`src/rtl/hrras_pkg.sv`:
```
// ----------------------------------------------------------------------------
// hrras_pkg
// types, constants and command structs shared by the arm arbiter modules
// ----------------------------------------------------------------------------
package hrras_pkg;

  localparam int MAX_ARMS = 64;
  localparam int POS_W    = $clog2(MAX_ARMS);
  localparam int IDX_W    = 6;
  localparam int PADDR_W  = 4;
  localparam int PDATA_W  = 64;

  // register indexes
  localparam logic [0:0] REG_SELECT_SEED = 1'b0;

  // operation codes
  localparam logic [1:0] OP_RECEIVE = 2'd0;
  localparam logic [1:0] OP_SEND    = 2'd1;

  localparam logic [63:0] MIX_MUL_A      = 64'hbf58476d1ce4e5b9;
  localparam logic [63:0] MIX_MUL_B      = 64'h94d049bb133111eb;
  localparam logic [63:0] GOLDEN_STEP    = 64'h9e3779b97f4a7c15;
  localparam logic [63:0] CHANNEL_SALT   = 64'hd6e8feb86659fd93;
  localparam logic [63:0] DIRECTION_SALT = 64'ha5a356341f125d3b;
  localparam logic [63:0] ORDINAL_SALT   = 64'h8cb92d3b5e4f1a77;
  localparam logic [63:0] SEED_AT_RESET  = 64'h6a09e667f3bcc909;

  typedef struct packed {
    logic [1:0]  operation;
    logic        arm_ready;
    logic [31:0] channel_id;
    logic [15:0] arm_ordinal;
    logic        last_arm;
  } req_word_t;

  typedef struct packed {
    logic             found;
    logic [IDX_W-1:0] selected_index;
  } res_word_t;

  typedef enum logic [4:0] {
    ST_IDLE,
    ST_DECIDE,
    ST_GEN,
    ST_MA0,
    ST_MA1,
    ST_MA2,
    ST_MA3,
    ST_XB,
    ST_MB0,
    ST_MB1,
    ST_MB2,
    ST_MB3,
    ST_SEED,
    ST_CH0,
    ST_CH1,
    ST_CH2,
    ST_CH3,
    ST_CH4,
    ST_HMIX,
    ST_SCORE,
    ST_FINISH
  } state_t;

  typedef enum logic [1:0] {
    A_X_LO,
    A_X_HI,
    A_CHAN,
    A_ORD
  } a_sel_t;

  typedef enum logic [1:0] {
    K_MIX_A,
    K_MIX_B,
    K_CHAN,
    K_ORD
  } k_sel_t;

  typedef enum logic [1:0] {
    ACC_HOLD,
    ACC_LOAD,
    ACC_ADD_HI
  } acc_op_t;

  typedef enum logic [1:0] {
    X_HOLD,
    X_GEN,
    X_MIX27,
    X_HASH
  } x_op_t;

  typedef enum logic [1:0] {
    H_HOLD,
    H_INIT,
    H_XOR
  } hash_op_t;

  typedef struct packed {
    a_sel_t   a_sel;
    k_sel_t   k_sel;
    logic     k_hi;
    acc_op_t  acc_op;
    x_op_t    x_op;
    hash_op_t hash_op;
    logic     arm_load;
    logic     seed_load;
    logic     score_upd;
    logic     emit;
    logic     round_end;
    logic     advance;
  } dp_cmd_t;

  typedef struct packed {
    logic arm_live;
    logic have;
    logic last;
    logic res_busy;
  } dp_stat_t;

  function automatic logic [63:0] k_value(input k_sel_t sel);
    logic [63:0] k;
    case (sel)
      K_MIX_A: k = MIX_MUL_A;
      K_MIX_B: k = MIX_MUL_B;
      K_CHAN:  k = CHANNEL_SALT;
      K_ORD:   k = ORDINAL_SALT;
      default: k = MIX_MUL_A;
    endcase
    return k;
  endfunction

endpackage

```
`src/rtl/hashed_random_ready_arm_select_top.sv`:
```
// ----------------------------------------------------------------------------
// hashed_random_ready_arm_select_top
// randomised pick of one ready arm per select round, splitmix64 scoring
// ----------------------------------------------------------------------------
// channel   signals                                   carries
// req       req_valid / req_ready / req_word          one arm of a round
// res       res_valid / res_ready / res_word          winner of a round
// cfg       psel penable pwrite paddr pwdata prdata   select_seed at 0x0
//
// an arm that is not ready skips the multiplier; a ready arm runs the salt products
// and the mix, and the first ready arm of a round first draws the round seed; all
// go through the single 32x32 multiplier, four steps per 64-bit product, two products per mix
// one arm in flight at a time; a round's last arm waits in the finish step
// while an earlier result is still held on res
// rst is synchronous and returns the generator to its reset seed
// ----------------------------------------------------------------------------
module hashed_random_ready_arm_select_top (
  input  logic                              clk,
  input  logic                              rst,
  input  logic                              req_valid,
  output logic                              req_ready,
  input  hrras_pkg::req_word_t              req_word,
  output logic                              res_valid,
  input  logic                              res_ready,
  output hrras_pkg::res_word_t              res_word,
  input  logic                              psel,
  input  logic                              penable,
  input  logic                              pwrite,
  input  logic [hrras_pkg::PADDR_W-1:0]     paddr,
  input  logic [hrras_pkg::PDATA_W-1:0]     pwdata,
  output logic [hrras_pkg::PDATA_W-1:0]     prdata,
  output logic                              pready
);

  hrras_pkg::dp_cmd_t  cmd;
  hrras_pkg::dp_stat_t stat;
  logic                cfg_wr;
  logic                reg_hit;
  logic [63:0]         seed_value;

  assign pready  = 1'b1;
  assign reg_hit = (paddr[hrras_pkg::PADDR_W-1:3] == hrras_pkg::REG_SELECT_SEED);
  assign cfg_wr  = psel && penable && pwrite && pready && reg_hit;
  assign prdata  = reg_hit ? seed_value : '0;

  hrras_ctrl u_ctrl (
    .clk       (clk),
    .rst       (rst),
    .req_valid (req_valid),
    .req_ready (req_ready),
    .stat      (stat),
    .cmd       (cmd)
  );

  hrras_dp u_dp (
    .clk        (clk),
    .rst        (rst),
    .cmd        (cmd),
    .stat       (stat),
    .req_word   (req_word),
    .res_valid  (res_valid),
    .res_ready  (res_ready),
    .res_word   (res_word),
    .cfg_wr     (cfg_wr),
    .cfg_data   (pwdata),
    .seed_value (seed_value)
  );

endmodule

```
`src/rtl/hrras_ctrl.sv`:
```
// ----------------------------------------------------------------------------
// hrras_ctrl
// sequencer for one arm: seed draw, salt products, two-round mix, score
// ----------------------------------------------------------------------------
module hrras_ctrl (
  input  logic               clk,
  input  logic               rst,
  input  logic               req_valid,
  output logic               req_ready,
  input  hrras_pkg::dp_stat_t stat,
  output hrras_pkg::dp_cmd_t  cmd
);

  hrras_pkg::state_t state;
  hrras_pkg::state_t state_next;
  logic              phase_score;

  // multiplier constant for each step
  function automatic hrras_pkg::k_sel_t phase_mul_k(input hrras_pkg::state_t st);
    hrras_pkg::k_sel_t k;
    case (st)
      hrras_pkg::ST_MB0, hrras_pkg::ST_MB1, hrras_pkg::ST_MB2,
      hrras_pkg::ST_MB3: k = hrras_pkg::K_MIX_B;
      hrras_pkg::ST_CH0, hrras_pkg::ST_CH1: k = hrras_pkg::K_CHAN;
      hrras_pkg::ST_CH2, hrras_pkg::ST_CH3: k = hrras_pkg::K_ORD;
      default: k = hrras_pkg::K_MIX_A;
    endcase
    return k;
  endfunction

  always_ff @(posedge clk) begin
    if (rst) begin
      state       <= hrras_pkg::ST_IDLE;
      phase_score <= 1'b0;
    end else begin
      state <= state_next;
      if (state == hrras_pkg::ST_GEN) begin
        phase_score <= 1'b0;
      end else if (state == hrras_pkg::ST_HMIX) begin
        phase_score <= 1'b1;
      end
    end
  end

  always_comb begin
    state_next = state;
    case (state)
      hrras_pkg::ST_IDLE: begin
        if (req_valid) begin
          state_next = hrras_pkg::ST_DECIDE;
        end
      end
      hrras_pkg::ST_DECIDE: begin
        if (!stat.arm_live) begin
          state_next = hrras_pkg::ST_FINISH;
        end else if (!stat.have) begin
          state_next = hrras_pkg::ST_GEN;
        end else begin
          state_next = hrras_pkg::ST_CH0;
        end
      end
      hrras_pkg::ST_GEN:  state_next = hrras_pkg::ST_MA0;
      hrras_pkg::ST_MA0:  state_next = hrras_pkg::ST_MA1;
      hrras_pkg::ST_MA1:  state_next = hrras_pkg::ST_MA2;
      hrras_pkg::ST_MA2:  state_next = hrras_pkg::ST_MA3;
      hrras_pkg::ST_MA3:  state_next = hrras_pkg::ST_XB;
      hrras_pkg::ST_XB:   state_next = hrras_pkg::ST_MB0;
      hrras_pkg::ST_MB0:  state_next = hrras_pkg::ST_MB1;
      hrras_pkg::ST_MB1:  state_next = hrras_pkg::ST_MB2;
      hrras_pkg::ST_MB2:  state_next = hrras_pkg::ST_MB3;
      hrras_pkg::ST_MB3: begin
        state_next = phase_score ? hrras_pkg::ST_SCORE : hrras_pkg::ST_SEED;
      end
      hrras_pkg::ST_SEED: state_next = hrras_pkg::ST_CH0;
      hrras_pkg::ST_CH0:  state_next = hrras_pkg::ST_CH1;
      hrras_pkg::ST_CH1:  state_next = hrras_pkg::ST_CH2;
      hrras_pkg::ST_CH2:  state_next = hrras_pkg::ST_CH3;
      hrras_pkg::ST_CH3:  state_next = hrras_pkg::ST_CH4;
      hrras_pkg::ST_CH4:  state_next = hrras_pkg::ST_HMIX;
      hrras_pkg::ST_HMIX: state_next = hrras_pkg::ST_MA0;
      hrras_pkg::ST_SCORE: state_next = hrras_pkg::ST_FINISH;
      hrras_pkg::ST_FINISH: begin
        // a round end waits for the result register to drain
        if (!(stat.last && stat.res_busy)) begin
          state_next = hrras_pkg::ST_IDLE;
        end
      end
      default: state_next = hrras_pkg::ST_IDLE;
    endcase
  end

  always_comb begin
    req_ready     = (state == hrras_pkg::ST_IDLE);
    cmd           = '0;
    cmd.a_sel     = hrras_pkg::A_X_LO;
    cmd.k_sel     = phase_mul_k(state);
    cmd.acc_op    = hrras_pkg::ACC_HOLD;
    cmd.x_op      = hrras_pkg::X_HOLD;
    cmd.hash_op   = hrras_pkg::H_HOLD;
    case (state)
      hrras_pkg::ST_IDLE: begin
        cmd.arm_load = req_valid;
      end
      hrras_pkg::ST_GEN: begin
        cmd.x_op = hrras_pkg::X_GEN;
      end
      // x * k mod 2^64 = xlo*klo + ((xlo*khi + xhi*klo) << 32)
      hrras_pkg::ST_MA0, hrras_pkg::ST_MB0: begin
        cmd.a_sel = hrras_pkg::A_X_LO;
      end
      hrras_pkg::ST_MA1, hrras_pkg::ST_MB1: begin
        cmd.a_sel  = hrras_pkg::A_X_LO;
        cmd.k_hi   = 1'b1;
        cmd.acc_op = hrras_pkg::ACC_LOAD;
      end
      hrras_pkg::ST_MA2, hrras_pkg::ST_MB2: begin
        cmd.a_sel  = hrras_pkg::A_X_HI;
        cmd.acc_op = hrras_pkg::ACC_ADD_HI;
      end
      hrras_pkg::ST_MA3, hrras_pkg::ST_MB3: begin
        cmd.acc_op = hrras_pkg::ACC_ADD_HI;
      end
      hrras_pkg::ST_XB: begin
        cmd.x_op = hrras_pkg::X_MIX27;
      end
      hrras_pkg::ST_SEED: begin
        cmd.seed_load = 1'b1;
      end
      hrras_pkg::ST_CH0: begin
        cmd.a_sel   = hrras_pkg::A_CHAN;
        cmd.hash_op = hrras_pkg::H_INIT;
      end
      hrras_pkg::ST_CH1: begin
        cmd.a_sel  = hrras_pkg::A_CHAN;
        cmd.k_hi   = 1'b1;
        cmd.acc_op = hrras_pkg::ACC_LOAD;
      end
      hrras_pkg::ST_CH2: begin
        cmd.a_sel  = hrras_pkg::A_ORD;
        cmd.acc_op = hrras_pkg::ACC_ADD_HI;
      end
      hrras_pkg::ST_CH3: begin
        cmd.a_sel   = hrras_pkg::A_ORD;
        cmd.k_hi    = 1'b1;
        cmd.acc_op  = hrras_pkg::ACC_LOAD;
        cmd.hash_op = hrras_pkg::H_XOR;
      end
      hrras_pkg::ST_CH4: begin
        cmd.acc_op = hrras_pkg::ACC_ADD_HI;
      end
      hrras_pkg::ST_HMIX: begin
        cmd.x_op = hrras_pkg::X_HASH;
      end
      hrras_pkg::ST_SCORE: begin
        cmd.score_upd = 1'b1;
      end
      hrras_pkg::ST_FINISH: begin
        cmd.emit      = stat.last && !stat.res_busy;
        cmd.round_end = stat.last && !stat.res_busy;
        cmd.advance   = !stat.last;
      end
      default: begin
        cmd.a_sel = hrras_pkg::A_X_LO;
      end
    endcase
  end

endmodule

```
`src/rtl/hrras_dp.sv`:
```
// ----------------------------------------------------------------------------
// hrras_dp
// datapath: generator, shared 32x32 multiplier, score compare, result register
// ----------------------------------------------------------------------------
module hrras_dp (
  input  logic                 clk,
  input  logic                 rst,
  input  hrras_pkg::dp_cmd_t   cmd,
  output hrras_pkg::dp_stat_t  stat,
  input  hrras_pkg::req_word_t req_word,
  output logic                 res_valid,
  input  logic                 res_ready,
  output hrras_pkg::res_word_t res_word,
  input  logic                 cfg_wr,
  input  logic [63:0]          cfg_data,
  output logic [63:0]          seed_value
);

  // generator and round state
  logic [63:0]                 gen;
  logic [63:0]                 round_key;
  logic                        have;
  logic [63:0]                 best;
  logic [hrras_pkg::POS_W-1:0] best_idx;
  logic [hrras_pkg::POS_W-1:0] pos;

  // working registers
  logic [63:0]          prod;
  logic [63:0]          acc;
  logic [63:0]          x;
  logic [63:0]          hash;
  hrras_pkg::req_word_t arm;

  logic [31:0] mul_a;
  logic [31:0] mul_k;
  logic [63:0] k_full;
  logic [63:0] gen_step;
  logic [63:0] mixed;
  logic [63:0] salted;
  logic        arm_live;
  logic        take_score;

  function automatic logic [63:0] mix30(input logic [63:0] v);
    return v ^ (v >> 30);
  endfunction

  function automatic logic [63:0] mix27(input logic [63:0] v);
    return v ^ (v >> 27);
  endfunction

  function automatic logic [63:0] mix31(input logic [63:0] v);
    return v ^ (v >> 31);
  endfunction

  always_comb begin
    case (cmd.a_sel)
      hrras_pkg::A_X_LO: mul_a = x[31:0];
      hrras_pkg::A_X_HI: mul_a = x[63:32];
      hrras_pkg::A_CHAN: mul_a = arm.channel_id;
      hrras_pkg::A_ORD:  mul_a = {16'h0000, arm.arm_ordinal};
      default:           mul_a = x[31:0];
    endcase
  end

  assign k_full   = hrras_pkg::k_value(cmd.k_sel);
  assign mul_k    = cmd.k_hi ? k_full[63:32] : k_full[31:0];
  assign gen_step = gen + hrras_pkg::GOLDEN_STEP;
  assign mixed    = mix31(acc);
  assign salted   = round_key ^ ((arm.operation == hrras_pkg::OP_SEND) ?
                                 hrras_pkg::DIRECTION_SALT : 64'h0);
  // invalid operations never count as ready
  assign arm_live = arm.arm_ready &&
                    (arm.operation == hrras_pkg::OP_RECEIVE ||
                     arm.operation == hrras_pkg::OP_SEND);
  // later arm wins a tie
  assign take_score = !have || (mixed >= best);

  assign stat.arm_live = arm_live;
  assign stat.have     = have;
  assign stat.last     = arm.last_arm;
  assign stat.res_busy = res_valid && !res_ready;

  always_ff @(posedge clk) begin
    if (rst) begin
      gen        <= hrras_pkg::SEED_AT_RESET;
      seed_value <= hrras_pkg::SEED_AT_RESET;
      round_key  <= '0;
      have       <= 1'b0;
      best       <= '0;
      best_idx   <= '0;
      pos        <= '0;
      res_valid  <= 1'b0;
    end else begin
      if (cfg_wr) begin
        seed_value <= cfg_data;
        gen        <= cfg_data;
      end else if (cmd.x_op == hrras_pkg::X_GEN) begin
        gen <= gen_step;
      end
      if (cmd.seed_load) begin
        round_key <= mixed;
      end
      if (cmd.score_upd) begin
        have <= 1'b1;
        if (take_score) begin
          best     <= mixed;
          best_idx <= pos;
        end
      end
      if (cmd.round_end) begin
        round_key <= '0;
        have      <= 1'b0;
        best      <= '0;
        best_idx  <= '0;
        pos       <= '0;
      end else if (cmd.advance) begin
        pos <= (pos == hrras_pkg::POS_W'(hrras_pkg::MAX_ARMS - 1)) ?
               '0 : pos + hrras_pkg::POS_W'(1);
      end
      if (cmd.emit) begin
        res_valid <= 1'b1;
      end else if (res_ready) begin
        res_valid <= 1'b0;
      end
    end
  end

  always_ff @(posedge clk) begin
    prod <= mul_a * mul_k;
    case (cmd.acc_op)
      hrras_pkg::ACC_LOAD:   acc <= prod;
      hrras_pkg::ACC_ADD_HI: acc <= acc + {prod[31:0], 32'h0000_0000};
      default:               acc <= acc;
    endcase
    case (cmd.x_op)
      hrras_pkg::X_GEN:   x <= mix30(gen_step);
      hrras_pkg::X_MIX27: x <= mix27(acc);
      hrras_pkg::X_HASH:  x <= mix30(hash ^ acc);
      default:            x <= x;
    endcase
    case (cmd.hash_op)
      hrras_pkg::H_INIT: hash <= salted;
      hrras_pkg::H_XOR:  hash <= hash ^ acc;
      default:           hash <= hash;
    endcase
    if (cmd.arm_load) begin
      arm <= req_word;
    end
    if (cmd.emit) begin
      res_word.found          <= have;
      res_word.selected_index <= have ? hrras_pkg::IDX_W'(best_idx) : '0;
    end
  end

endmodule

```
`config.mk`:
```
export PLATFORM = sky130hd
export DESIGN_NAME = hashed_random_ready_arm_select_top
export DESIGN_NICKNAME = d
export VERILOG_FILES = /design/src/rtl/hrras_pkg.sv /design/src/rtl/hashed_random_ready_arm_select_top.sv /design/src/rtl/hrras_ctrl.sv /design/src/rtl/hrras_dp.sv
export SDC_FILE = /design/constraint.sdc
export NUM_CORES = 2
export LEC_CHECK = 0
export BUFFER_PORTS_ARGS = -buffer_cell sky130_fd_sc_hd__buf_2
export CAP_MARGIN = 25
export CORE_MARGIN = 4
export CORE_UTILIZATION = 50
export CTS_CLUSTER_SIZE = 25
export DETAILED_ROUTE_END_ITERATION = 12
export GPL_TIMING_DRIVEN = 1
export PLACE_DENSITY = 0.66
export SYNTH_ARGS = -nofsm -noshare
export SYNTH_HDL_FRONTEND = slang
export SYNTH_SLANG_ARGS = --single-unit
```
`constraint.sdc`:
```
create_clock -name clk -period 15.4 [get_ports clk]
set_clock_uncertainty 0.15 [all_clocks]
set_input_delay 0.77 -clock clk [delete_from_list [all_inputs] [get_ports clk]]
set_output_delay 0.77 -clock clk [all_outputs]
set_load 0.01 [all_outputs]
```
==> results.md <==
* Status: finished, final reports clean
* DRT Pass-1 Iters at 6
* DR DRC count at 0
* Adder-Cell Fraction of Synth Area at 0.359
* Clock Tree Root: clkbuf_16
* Sequential cell area at 14,400 sq um
* Met1 usage at 0.442
* # setup viols final at 0
* Primary FF master, synth: dfxtp_1
* Rows at 129
* Setup ws final at 3.41 ns
* Number of antenna violations at the first check in global routing at 7
* Worst Path Class, Setup: flip-flop to flip-flop
* Critical Path Sink Type: flip-flop
* Remaining global-route overflow at 0
* CTS tree: built
* # nets final at 8,322
* Worst Tran Pin Value at 1.20 ns
* Die Height at 363 um
* Final hold vios at 0
* Placed cell count at 8,494
* Clock Tree Buf Depth at 3
* H-tree depth at 3
* HPWL after DPL at 169,000 um
* Yosys synthesis warning count at 0
* Post-synth EDFFs at between 200 and 300
* Routed vias/inst at 5.92
* Gr busiest metal: met2
* Max-cap viol count at 0
* Synth Area in XOR/XNOR at 0.0572
* Crit path launch type: flip-flop
* Share of post-route cells with drive strength above 1 at 0.0888
* Worst path most repeated cell: fa_1
* Synth Area in Compound Gates at 0.117
* Synth Area in Simple Gates at 0.143
* Flop-to-flop setup slack at 3.41 ns
* Postcts setup bufs at 0
* FILL cells at 11.3k
* Post-CTS sizing at 0
* 1st-iter DRT viols at 5,434
* First-pass GRT wire length at 329,000 um
* Design area at 67,800 sq um
* Post-route ant nets at 0
* Count of clock tree sinks at 593
* Multi-input combinational cell area at ~43,000 sq um
* Share of cell area taken by muxes after synthesis at 0.00833
* Largest net degree at the start of global routing at 82
* # IOs at 201
* Fin crit period at roughly 12 ns
* Critical Path Slowest Stage Cell: dfxtp_1
* Avg WL per Cell at 25.6 um
* Largest stage delay, worst path at 0.79 ns
* Port Buf Inserts at 196
* RSZ-0062 raised after global routing: no
* Die area at 132,000 sq um
* Avg Inst Size Synth at 9.02 sq um
* Clk_lat worst skew at roughly 0.66 ns
* Worst Path Max Fanout at 42
* Largest family of logic cells by synthesized area: adder cells
* Width of the die at 363 um
* Slew Viols, Final at 0
* Wirelength, routed at 220,000 um
* Mapped Cells at 6,976
* RePlAce Congestion at 0.977
* Area grow syn2layout at 7.77%
* Final Cycle Share at 0.779
* Count of state elements after synthesis at 593
* Worst hold path type: input port to flip-flop
* Cell Area, Placed at 65,600 sq um
* Fmax at 83.4 MHz
* Worst Path Required at ~16 ns
* Starting Density at 0.506
* Max_slew headroom at 0.198
* Synth unique cells at 95
* Setup TNS at 0 ns
* Core area at around 120,000 sq um
* Mapped Area at roughly 63,000 sq um
* CTS Hold Bufs at 0
* Worst-path clk slew at 0.08 ns
* Layout Cells excl Fill at 8,624
* Async SR Flop Fraction at 0
* Vias in the first global route at between 50k and 60k
* Critical path arrival at 12.37 ns
* Total CTS buffers at 68
* Pre-CTS setup slack at ~3.7 ns
* Met3 GRT Util at 0.0861
* Routed via count at 51.1k
* Routing usage on met2 at 0.516
* Post-synthesis sequential area ratio at 0.228
* Syn Nets at around 8.4k
* Tot GR Track Use at 0.335
[worst max-delay path, delay by kind of cell, from the launching register on]
kind / cells / cell delay, ns
adder cells (fa/ha/maj): 9 / 4.37
AO/OA/AOI/OAI: 10 / 2.80
AND/OR/NAND/NOR: 6 / 2.52
buffers and inverters: 7 / 1.00
flip-flops: 1 / 0.79
XOR/XNOR: 1 / 0.18
[area by class of cell]
cell class | instances | share of cell area
tap | 1637 | 0.0302
inverter | 1015 | 0.0562
timing repair buffer | 325 | 0.0292
sequential | 593 | 0.212
clock inverter | 28 | 0.00509
antenna | 5 | 0.000184
multi-input combinational | 4926 | 0.640
clock buffer | 95 | 0.0275
[synthesized netlist by cell type (6+ instances only)]
library cell	count	share of area
and3_1	17	0.0017
xnor2_1	254	0.035
o221a_2	33	0.0059
o211a_1	27	0.0043
nand2_1	820	0.049
fa_1	897	0.29
nand3_1	98	0.0078
buf_1	34	0.0020
or3_1	10	0.00099
nor3_1	51	0.0041
buf_2	14	0.0011
o21ai_0	146	0.012
or2_2	31	0.0031
o21a_1	32	0.0038
a21oi_1	338	0.027
a22oi_1	36	0.0043
ha_1	369	0.073
a221oi_1	36	0.0050
o21ai_1	20	0.0016
o22ai_1	66	0.0066
o21bai_1	51	0.0061
o221ai_1	6	0.00083
o31ai_1	42	0.0050
nor4_1	11	0.0011
nor2_1	801	0.048
edfxtp_1	251	0.12
inv_1	1015	0.061
and2_1	25	0.0025
clkbuf_1	391	0.023
xor2_1	152	0.021
nand2b_1	35	0.0035
a31oi_1	15	0.0015
a211oi_1	80	0.0095
o211ai_1	9	0.0011
dfxtp_1	342	0.11
mux2_2	43	0.0077
nand4_1	64	0.0064
nor2b_1	112	0.011
a21o_1	95	0.011
[flip-flops by register name (all words and copies together) (netlist names), 7 cells and up]
register and cells:
u_dp.acc 64, u_dp.prod 64, u_dp.best 64, u_dp.x 64, u_dp.seed_value 64, u_dp.hash 64, u_dp.round_key 64, u_dp.arm 51
u_dp.gen 64, u_dp.res_word 7
[layout by cell type, fill, tap and decap left out, drive strengths merged, types with 16 or more instances in the layout]
master  netlist  final
clkinv        0     16
xor2        152    152
and2         27     27
fa          897    897
a211oi       83     83
o21ai       167    167
nor3         53     53
nand3        98     98
o221a        33     33
nor2        803    803
o22ai        66     66
and3         17     17
nor2b       112    112
o211a        27     27
edfxtp      251    251
a21o         97     97
nand2       820    820
o21bai       52     52
a221oi       37     37
mux2         43     43
buf          51    325
a22oi        36     36
o31ai        45     45
ha          369    369
dfxtp       342    342
xnor2       254    254
inv        1015   1019
o21a         32     32
clkbuf      391     95
nand4        64     64
or2          34     34
a21oi       342    342
a31oi        16     16
nand2b       35     35
[metrics by stage]
stage,util,hold slack (ns)
2_1_floorplan,-,0.278
3_3_place_gp,0.527,0.288
3_5_place_dp,0.527,0.292
4_1_cts,0.545,0.0961
5_1_grt,0.545,0.113
6_report,0.545,0.143
[final timing paths]
path,from,depth (start not counted),to
worst min-delay path,req_word[34],1,u_dp.arm[34]$_DFFE_PP_
worst max register to register,u_ctrl.state[1]$_SDFFE_PP0P_,33,u_dp.prod[58]$_DFF_P_
worst max-delay path,u_ctrl.state[1]$_SDFFE_PP0P_,33,u_dp.prod[58]$_DFF_P_
worst min register to register,u_dp.seed_value[49]$_SDFFE_PP0P_,2,u_dp.seed_value[49]$_SDFFE_PP0P_
[kinds of logic (layout without fill, tap and decap cells)]
group / Yosys count / in the layout
AOI/OAI and AO/OA: 1098 / 1098
xor gates and xnor gates: 408 / 408
buffers and inverters: 1457 / 1463
other: 1 / 6
DFF: 593 / 593
adders and majority gates: 1266 / 1266
muxes: 47 / 47
and+or+nand+nor: 2106 / 2106
[layer usage]
| layer | routed length, um | up-vias |
|---|---|---|
| li1 | - | 22238 |
| met2 | 96900 | 2863 |
| met1 | 85800 | 25427 |
| met4 | 13000 | 4 |
| met3 | 24700 | 532 |
| met5 | 27 | - |
Power is not shown: default switching activity piles up to over one toggle a cycle in this logic, so the estimate is an artifact.
